`config.mk`:
```
export PLATFORM = sky130hd
export DESIGN_NAME = iir_direct_form_one_filter_core
export DESIGN_NICKNAME = d
export VERILOG_FILES = /design/src/design/iirdf1_pkg.sv /design/src/design/iirdf1_ram.sv /design/src/design/iir_direct_form_one_filter_core.sv
export SDC_FILE = /design/constraint.sdc
export NUM_CORES = 2
export LEC_CHECK = 0
export BUFFER_PORTS_ARGS = -buffer_cell sky130_fd_sc_hd__buf_2
export CAP_MARGIN = 20
export CORE_MARGIN = 1
export CORE_UTILIZATION = 30
export DETAILED_ROUTE_END_ITERATION = 10
export SLEW_MARGIN = 25
export SYNTH_ARGS = -nofsm -noshare
export SYNTH_HDL_FRONTEND = slang
export SYNTH_SLANG_ARGS = --single-unit
```
`constraint.sdc`:
```
create_clock -name i_clk -period 23.3 [get_ports i_clk]
set_input_delay 2.33 -clock i_clk [delete_from_list [all_inputs] [get_ports i_clk]]
set_output_delay 2.33 -clock i_clk [all_outputs]
set_load 0.05 [all_outputs]
```
`src/design/iirdf1_pkg.sv`:
```
`default_nettype none

package iirdf1_pkg;

    // Field widths of one input word and one result word, the taps register and the accumulator
    localparam int ACTION_W  = 2;
    localparam int SAMPLE_W  = 16;
    localparam int CIDX_W    = 4;
    localparam int COEF_W    = 32;
    localparam int OUT_W     = 32;
    localparam int TAPS_W    = 4;
    localparam int ACC_W     = 64;

    localparam int MAX_TAPS_DEF = 11;

    // Configuration port
    localparam int          PADDR_W    = 3;
    localparam int          PDATA_W    = 32;
    localparam int          REG_IDX_W  = PADDR_W - 2;
    localparam logic [REG_IDX_W-1:0] REG_TAPS = '0;
    localparam logic [TAPS_W-1:0]    TAPS_RESET = 4'd11;

    // Action codes
    localparam logic [ACTION_W-1:0] ACT_FILTER = 2'd0;
    localparam logic [ACTION_W-1:0] ACT_LOAD_B = 2'd1;
    localparam logic [ACTION_W-1:0] ACT_LOAD_A = 2'd2;

    typedef enum logic [2:0] {
        S_IDLE,
        S_RD,
        S_MB,
        S_MA,
        S_M0,
        S_ACC,
        S_RND
    } t_state;

    // What the registered product does to the accumulator
    typedef enum logic [1:0] {
        PK_NONE,
        PK_ADD,
        PK_SUB
    } t_pk;

    typedef enum logic [1:0] {
        MS_B_X,
        MS_A_Y,
        MS_B_S
    } t_msel;

endpackage

`default_nettype wire

```
`src/design/iirdf1_ram.sv`:
```
`default_nettype none

module iirdf1_ram #(
    parameter int WIDTH = 32,
    parameter int DEPTH = 11
) (
    input  wire logic                     i_clk,
    input  wire logic                     i_we,
    input  wire logic [$clog2(DEPTH)-1:0] i_waddr,
    input  wire logic [WIDTH-1:0]         i_wdata,
    input  wire logic                     i_re,
    input  wire logic [$clog2(DEPTH)-1:0] i_raddr,
    output      logic [WIDTH-1:0]         o_rdata
);

    logic [WIDTH-1:0] r_mem [DEPTH];

    always_ff @(posedge i_clk) begin
        if (i_we) begin
            r_mem[i_waddr] <= i_wdata;
        end
        if (i_re) begin
            o_rdata <= r_mem[i_raddr];
        end
    end

endmodule

`default_nettype wire

```
`src/design/iir_direct_form_one_filter_core.sv`:
```
`default_nettype none

// Channel   Direction  Handshake           Word
// input     in         i_valid / o_ready   i_action, i_sample, i_coef_index, i_coef_value
// output    out        o_valid / i_ready   o_filtered
// config    in         psel, penable, pready (APB write)   paddr, pwdata / prdata
//
// A filter word passes through the read, multiply, accumulate and rounding states
// to the result register, and the next word is taken once the core is idle again;
// the single shared 32x32 multiplier forms one product a cycle, and each tap above
// the first needs two of them.
// Coefficient loads give no result.
// Reset is synchronous and clears the history valid bits, so the history reads as zero.
// A result waiting in the output register does not block the next word; only a
// second result stalls, in the rounding step, until the first is taken.

module iir_direct_form_one_filter_core #(
    parameter int MAX_TAPS = iirdf1_pkg::MAX_TAPS_DEF
) (
    input  wire logic                              i_clk,
    input  wire logic                              i_rst_n,
    // input words
    input  wire logic                              i_valid,
    output      logic                              o_ready,
    input  wire logic [iirdf1_pkg::ACTION_W-1:0]   i_action,
    input  wire logic signed [iirdf1_pkg::SAMPLE_W-1:0] i_sample,
    input  wire logic [iirdf1_pkg::CIDX_W-1:0]     i_coef_index,
    input  wire logic signed [iirdf1_pkg::COEF_W-1:0]   i_coef_value,
    // result words
    output      logic                              o_valid,
    input  wire logic                              i_ready,
    output      logic signed [iirdf1_pkg::OUT_W-1:0]    o_filtered,
    // configuration
    input  wire logic                              psel,
    input  wire logic                              penable,
    input  wire logic                              pwrite,
    input  wire logic [iirdf1_pkg::PADDR_W-1:0]    paddr,
    input  wire logic [iirdf1_pkg::PDATA_W-1:0]    pwdata,
    output      logic [iirdf1_pkg::PDATA_W-1:0]    prdata,
    output      logic                              pready
);

    import iirdf1_pkg::*;

    localparam int AW = $clog2(MAX_TAPS);
    localparam int TW = ($clog2(MAX_TAPS + 1) > TAPS_W) ? $clog2(MAX_TAPS + 1) : TAPS_W;

    // ---------------------------------------------------------------
    // Configuration register
    // ---------------------------------------------------------------
    logic [TAPS_W-1:0] r_taps;
    logic              cfg_wr;

    assign pready = 1'b1;
    assign cfg_wr = psel && penable && pwrite && (paddr[PADDR_W-1:2] == REG_TAPS);

    always_ff @(posedge i_clk) begin
        if (!i_rst_n) begin
            r_taps <= TAPS_RESET;
        end else if (cfg_wr) begin
            r_taps <= pwdata[TAPS_W-1:0];
        end
    end

    always_comb begin
        prdata = '0;
        if (paddr[PADDR_W-1:2] == REG_TAPS) begin
            prdata = PDATA_W'(r_taps);
        end
    end

    // Highest tap index in use: zero taps acts as one, and too many is clamped.
    logic [TW-1:0] taps_ext;
    logic [AW-1:0] start_idx;

    assign taps_ext = TW'(r_taps);

    always_comb begin
        if (taps_ext == '0) begin
            start_idx = '0;
        end else if (taps_ext > TW'(MAX_TAPS)) begin
            start_idx = AW'(MAX_TAPS - 1);
        end else begin
            start_idx = AW'(taps_ext - TW'(1));
        end
    end

    // ---------------------------------------------------------------
    // State and registers
    // ---------------------------------------------------------------
    t_state r_state, n_state;
    logic [AW-1:0]              r_idx;
    logic [MAX_TAPS-1:0]        r_hvld;
    logic                       r_rd_hv;
    logic signed [SAMPLE_W-1:0] r_sample;
    logic signed [ACC_W-1:0]    r_prod;
    t_pk                        r_pk;
    logic signed [ACC_W-1:0]    r_acc;
    logic                       r_out_vld;
    logic signed [OUT_W-1:0]    r_filtered;

    // ---------------------------------------------------------------
    // Memories
    // ---------------------------------------------------------------
    logic                       b_we, a_we;
    logic [AW-1:0]              c_waddr;
    logic                       c_re;
    logic [AW-1:0]              c_raddr;
    logic [COEF_W-1:0]          b_rdata, a_rdata;
    logic                       h_re;
    logic [AW-1:0]              h_raddr;
    logic                       x_we, y_we;
    logic [AW-1:0]              x_waddr, y_waddr;
    logic [SAMPLE_W-1:0]        x_wdata, x_rdata;
    logic [OUT_W-1:0]           y_wdata, y_rdata;

    iirdf1_ram #(.WIDTH(COEF_W), .DEPTH(MAX_TAPS)) u_bcoef (
        .i_clk   (i_clk),
        .i_we    (b_we),
        .i_waddr (c_waddr),
        .i_wdata (i_coef_value),
        .i_re    (c_re),
        .i_raddr (c_raddr),
        .o_rdata (b_rdata)
    );

    iirdf1_ram #(.WIDTH(COEF_W), .DEPTH(MAX_TAPS)) u_acoef (
        .i_clk   (i_clk),
        .i_we    (a_we),
        .i_waddr (c_waddr),
        .i_wdata (i_coef_value),
        .i_re    (c_re),
        .i_raddr (c_raddr),
        .o_rdata (a_rdata)
    );

    iirdf1_ram #(.WIDTH(SAMPLE_W), .DEPTH(MAX_TAPS)) u_xhist (
        .i_clk   (i_clk),
        .i_we    (x_we),
        .i_waddr (x_waddr),
        .i_wdata (x_wdata),
        .i_re    (h_re),
        .i_raddr (h_raddr),
        .o_rdata (x_rdata)
    );

    iirdf1_ram #(.WIDTH(OUT_W), .DEPTH(MAX_TAPS)) u_yhist (
        .i_clk   (i_clk),
        .i_we    (y_we),
        .i_waddr (y_waddr),
        .i_wdata (y_wdata),
        .i_re    (h_re),
        .i_raddr (h_raddr),
        .o_rdata (y_rdata)
    );

    // History entries never written since reset read as zero.
    logic signed [SAMPLE_W-1:0] x_q;
    logic signed [OUT_W-1:0]    y_q;

    assign x_q = r_rd_hv ? signed'(x_rdata) : '0;
    assign y_q = r_rd_hv ? signed'(y_rdata) : '0;

    // ---------------------------------------------------------------
    // Rounding and saturation of the accumulator
    // ---------------------------------------------------------------
    logic signed [ACC_W-1:0] rnd;
    logic signed [OUT_W-1:0] y_sat;

    assign rnd = (r_acc + ACC_W'(8)) >>> 4;

    always_comb begin
        if (rnd > ACC_W'(64'sh7FFF_FFFF)) begin
            y_sat = 32'sh7FFF_FFFF;
        end else if (rnd < -ACC_W'(64'sh8000_0000)) begin
            y_sat = 32'sh8000_0000;
        end else begin
            y_sat = rnd[OUT_W-1:0];
        end
    end

    // ---------------------------------------------------------------
    // Control
    // ---------------------------------------------------------------
    logic    in_acc;
    logic    is_filter;
    logic    out_free;
    logic    out_load;
    logic    idx_ok;
    t_pk     n_pk;
    t_msel   msel;

    assign o_ready   = (r_state == S_IDLE);
    assign in_acc    = i_valid && o_ready;
    assign is_filter = (i_action == ACT_FILTER);
    assign out_free  = !r_out_vld || i_ready;
    assign idx_ok    = (TW'(i_coef_index) < TW'(MAX_TAPS));

    always_comb begin
        n_state = r_state;
        case (r_state)
            S_IDLE: begin
                if (in_acc && is_filter) begin
                    n_state = S_RD;
                end
            end
            S_RD: begin
                n_state = (r_idx == '0) ? S_M0 : S_MB;
            end
            S_MB: begin
                n_state = S_MA;
            end
            S_MA: begin
                n_state = (r_idx == AW'(1)) ? S_M0 : S_MB;
            end
            S_M0: begin
                n_state = S_ACC;
            end
            S_ACC: begin
                n_state = S_RND;
            end
            S_RND: begin
                if (out_free) begin
                    n_state = S_IDLE;
                end
            end
            default: begin
                n_state = S_IDLE;
            end
        endcase
    end

    always_comb begin
        b_we     = 1'b0;
        a_we     = 1'b0;
        c_waddr  = AW'(i_coef_index);
        c_re     = 1'b0;
        c_raddr  = r_idx;
        h_re     = 1'b0;
        h_raddr  = r_idx - AW'(1);
        x_we     = 1'b0;
        x_waddr  = r_idx;
        x_wdata  = x_q;
        y_we     = 1'b0;
        y_waddr  = r_idx;
        y_wdata  = y_q;
        n_pk     = PK_NONE;
        msel     = MS_B_X;
        out_load = 1'b0;
        case (r_state)
            S_IDLE: begin
                if (in_acc && idx_ok) begin
                    b_we = (i_action == ACT_LOAD_B);
                    a_we = (i_action == ACT_LOAD_A);
                end
            end
            S_RD: begin
                c_re = 1'b1;
                h_re = (r_idx != '0);
            end
            S_MB: begin
                // Shift one place up: entry idx-1 lands in entry idx.
                x_we = 1'b1;
                y_we = 1'b1;
                n_pk = PK_ADD;
                msel = MS_B_X;
            end
            S_MA: begin
                // Fetch the next lower tap while the feedback product is formed.
                c_re    = 1'b1;
                c_raddr = r_idx - AW'(1);
                h_re    = (r_idx != AW'(1));
                h_raddr = r_idx - AW'(2);
                n_pk    = PK_SUB;
                msel    = MS_A_Y;
            end
            S_M0: begin
                x_we    = 1'b1;
                x_waddr = '0;
                x_wdata = r_sample;
                n_pk    = PK_ADD;
                msel    = MS_B_S;
            end
            S_ACC: begin
                n_pk = PK_NONE;
            end
            S_RND: begin
                if (out_free) begin
                    out_load = 1'b1;
                    y_we     = 1'b1;
                    y_waddr  = '0;
                    y_wdata  = y_sat;
                end
            end
            default: begin
                n_pk = PK_NONE;
            end
        endcase
    end

    // ---------------------------------------------------------------
    // Shared multiplier
    // ---------------------------------------------------------------
    logic signed [COEF_W-1:0] op_a;
    logic signed [OUT_W-1:0]  op_b;
    logic signed [ACC_W-1:0]  mult;

    always_comb begin
        case (msel)
            MS_B_X: begin
                op_a = signed'(b_rdata);
                op_b = OUT_W'(x_q);
            end
            MS_A_Y: begin
                op_a = signed'(a_rdata);
                op_b = y_q;
            end
            MS_B_S: begin
                op_a = signed'(b_rdata);
                op_b = OUT_W'(r_sample);
            end
            default: begin
                op_a = signed'(b_rdata);
                op_b = OUT_W'(x_q);
            end
        endcase
    end

    assign mult = op_a * op_b;

    // ---------------------------------------------------------------
    // Registers
    // ---------------------------------------------------------------
    always_ff @(posedge i_clk) begin
        if (!i_rst_n) begin
            r_state   <= S_IDLE;
            r_hvld    <= '0;
            r_pk      <= PK_NONE;
            r_out_vld <= 1'b0;
        end else begin
            r_state <= n_state;
            r_pk    <= n_pk;
            if (x_we && y_we) begin
                r_hvld[x_waddr] <= 1'b1;
            end
            if (y_we && (r_state == S_RND)) begin
                r_hvld[0] <= 1'b1;
            end
            if (out_load) begin
                r_out_vld <= 1'b1;
            end else if (i_ready) begin
                r_out_vld <= 1'b0;
            end
        end
    end

    always_ff @(posedge i_clk) begin
        if (in_acc && is_filter) begin
            r_sample <= i_sample;
            r_idx    <= start_idx;
            r_acc    <= '0;
        end else begin
            if (r_state == S_MA) begin
                r_idx <= r_idx - AW'(1);
            end
            case (r_pk)
                PK_ADD:  r_acc <= r_acc + r_prod;
                PK_SUB:  r_acc <= r_acc - (r_prod >>> 16);
                default: r_acc <= r_acc;
            endcase
        end
        if (h_re) begin
            r_rd_hv <= r_hvld[h_raddr];
        end
        r_prod <= mult;
        if (out_load) begin
            r_filtered <= y_sat;
        end
    end

    assign o_valid    = r_out_vld;
    assign o_filtered = r_filtered;

    // ---------------------------------------------------------------
    // Assertions
    // ---------------------------------------------------------------
    a_load_only_idle: assert property (@(posedge i_clk) disable iff (!i_rst_n)
        (b_we || a_we) |-> (r_state == S_IDLE))
        else $error("coefficient written while a sample is in progress");

    a_shift_not_zero: assert property (@(posedge i_clk) disable iff (!i_rst_n)
        (r_state == S_MB) |-> (r_idx != '0))
        else $error("history shift aimed at entry zero");

    a_idx_range: assert property (@(posedge i_clk) disable iff (!i_rst_n)
        (r_state != S_IDLE) |-> (TW'(r_idx) < TW'(MAX_TAPS)))
        else $error("tap index beyond the store");

    a_result_shown: assert property (@(posedge i_clk) disable iff (!i_rst_n)
        out_load |=> (o_valid && (o_filtered == $past(y_sat))))
        else $error("rounded result not presented");

    a_no_overrun: assert property (@(posedge i_clk) disable iff (!i_rst_n)
        (o_valid && !i_ready) |=> (o_valid && $stable(o_filtered)))
        else $error("waiting result overwritten");

endmodule

`default_nettype wire

```
==> flow_summary.ini <==
[layout]
area_growth_pct = 11.24
fill_cells = 32550
final_cells = 12670
layout.nets = 9604
layout-drive-gt1-share_pct = 11.53

[clocking]
cts_hold_buffers = 0
root_buffer = clkbuf_16
htreeDepth = 4
cts_resized = 0
clkTransAtPathRegs_ps = 60
cts_buffer_depth = 4
clock-sinks = 1546
tritoncts = built
clk_latency_ps = 860
post_cts_buffers = 0
numCtsBuffers = 160

[place]
gp_routability_congestion = 0.9425
hpwl_um = 203100
place_inst = 12390
portBuffers = 103

[grt]
antenna_found_initial = 20
grt_pass1_wl_um = 441800
grt_max_degree = 123
globalRouteTotalUtil_pct = 17.49
overflow = 0
grt_pass1_vias = 67730

[floorplan]
num_io_pins = 163
core.rowCount = 212
die_area_um2 = 338300
initial_core_util_pct = 30.18
fp.dieW_um = 581.6
die_h_um = 581.6
core_area_um2 = 334000

[setup_path]
arrival_ps = 13010
endpoint_kind = flop
crit_path_frequent_cell = fa_1
crit_path_top_delay_cell = mux2i_4
cp_slowest_stage_delay_ps = 890
crit_type = flop to flop
cp_max_fo = 36
path_delay_family = adder cells
crit_buf_inv = 4
required_ps = 23910
startpoint_type = flop

[worst_hold_path]
hp-class = flop to flop

[routing]
routed_wl_um = 299200
drt_iter0_markers = 6254
dr.pass1.iters = 5
vias = 65080
drc = 0
wl_per_cell_um = 23.62
viasPerCell = 5.137
ant_nets = 0

[timing]
hold_viol_final = 0
fmax_ghz = 0.08064
worst_pin_slew_ps = 1161
slew_headroom_pct = 22.44
slew_violations = 0
setup_viol = 0
tns_ps = 0
skew_ps = 73.38
min_period_ps = 12400
rsz0062_at_grt = false
fin_crit_sh_pct = 53.22

[logic_synthesis]
yosysTopAreaCell = edfxtp_1
yosysWarnings = 0
ys_types = 90
ys_top_cells_by_count = edfxtp_1 (1393), fa_1 (1083), inv_1 (1058), nor2_1 (879), nand2_1 (838)
synthTopCellsByArea = edfxtp_1 (41%), fa_1 (22%), mux4_2 (6.1%)
avgSynthCellArea_um2 = 12.41
synth.top_cell.area_share_pct = 41.50
post-synth-top-count-cell = edfxtp_1
netlist_instances = 8124
synth_edf_count = 1393
ys_async_sr_fraction_pct = 0
ys_seq_area_share_pct = 44.54
yosys_most_used_dff = edfxtp_1
synth_seq_cells = 1546
syn_area_um2 = 100800

[run_status]
status = completed

[flow_run]
max_cap_violations = 0
## layer usage
metal | global-route usage [%] | wire (µm) | vias up
li1 | - | - | 27580
met4 | 7.703 | 14860 | 18
met2 | 28.44 | 141000 | 2772
met1 | 22.48 | 117500 | 33990
met3 | 3.651 | 25640 | 721
met5 | 0 | 123 | -
## cells in the final DEF, fill, tap and decap left out, types with 90 or more instances in the layout
cell,Yosys,layout
a21oi_1,302,299
ha_1,256,255
xnor2_1,144,142
a211oi_1,90,90
mux4_2,274,274
buf_4,31,182
inv_1,1058,1057
nor2_1,879,846
clkbuf_16,0,163
fa_1,1083,1083
o21ai_0,132,131
edfxtp_1,1393,1393
buf_2,24,103
nand2_1,838,836
mux2i_1,180,149
dfxtp_1,153,153
## per-stage QoR
step / instance area, µm² / worst slack (ps) / hold slack, ps / util [%]
after floorplan: 100900 / 10630 / 434.8 / -
after global placement: 107100 / 11470 / 443.4 / 32.08
after detailed placement: 107200 / 11320 / 464.7 / 32.09
after CTS: 112100 / 11220 / 479.0 / 33.56
after global routing: 112100 / 10690 / 498.7 / 33.57
final: 112100 / 10900 / 471.9 / 33.58
## final cells by class
type	instances	area [µm²]	share of cell area [%]
inverter	1062	3986	3.555
clock inverter	71	673.1	0.6003
tap	4387	5489	4.895
antenna	8	20.02	0.01785
sequential	1546	44890	40.04
clock buffer	196	4233	3.775
multi-input combinational	5109	50860	45.36
timing repair buffer	290	1973	1.760
## worst register-to-register path: cells and delay by family, from the launching register on
family	cells	cell delay, ps
buf+inv	4	1390
mux	2	1100
fa+ha+maj	9	4770
simple gates	7	1640
flops	1	490
compound gates	5	2750
## logic make-up (layout without fill, tap and decap cells)
group                    after synthesis  count (layout)  share of synthesized area (%)
AO/OA/AOI/OAI                        879             879                          5.633
adder cells (fa/ha/maj)             1339            1339                          24.69
flip-flops                          1546            1546                          44.54
other                                  2              37                       0.007451
multiplexers                         502             502                          8.446
buffers and inverters               1496            1619                          5.741
AND/OR/NAND/NOR                     2129            2129                          8.940
XOR/XNOR                             231             231                          2.007
## final timing paths
path / cells past startpoint / startpoint / end / slack, ps
hold / removal: 2 / r_hvld[2]$_SDFFE_PN0P_ / r_hvld[2]$_SDFFE_PN0P_ / 470
setup reg to reg: 27 / r_state[0]$_SDFFE_PN0P_ / r_prod[57]$_DFF_P_ / 10900
setup / recovery: 27 / r_state[0]$_SDFFE_PN0P_ / r_prod[57]$_DFF_P_ / 10900
hold reg to reg: 2 / r_hvld[2]$_SDFFE_PN0P_ / r_hvld[2]$_SDFFE_PN0P_ / 470
## flip-flops by register name, indices dropped and copies added (netlist names), 4 cells and up
name             count
o_filtered          32
r_acc               64
r_hvld              11
r_idx                4
r_prod              64
r_sample            16
r_taps               4
u_acoef.o_rdata     32
u_acoef.r_mem      352
u_bcoef.o_rdata     32
u_bcoef.r_mem      352
u_xhist.o_rdata     16
u_xhist.r_mem      176
u_yhist.o_rdata     32
u_yhist.r_mem      352
Power is not shown: default switching activity piles up to over one toggle a cycle in this logic, so the estimate is an artifact.
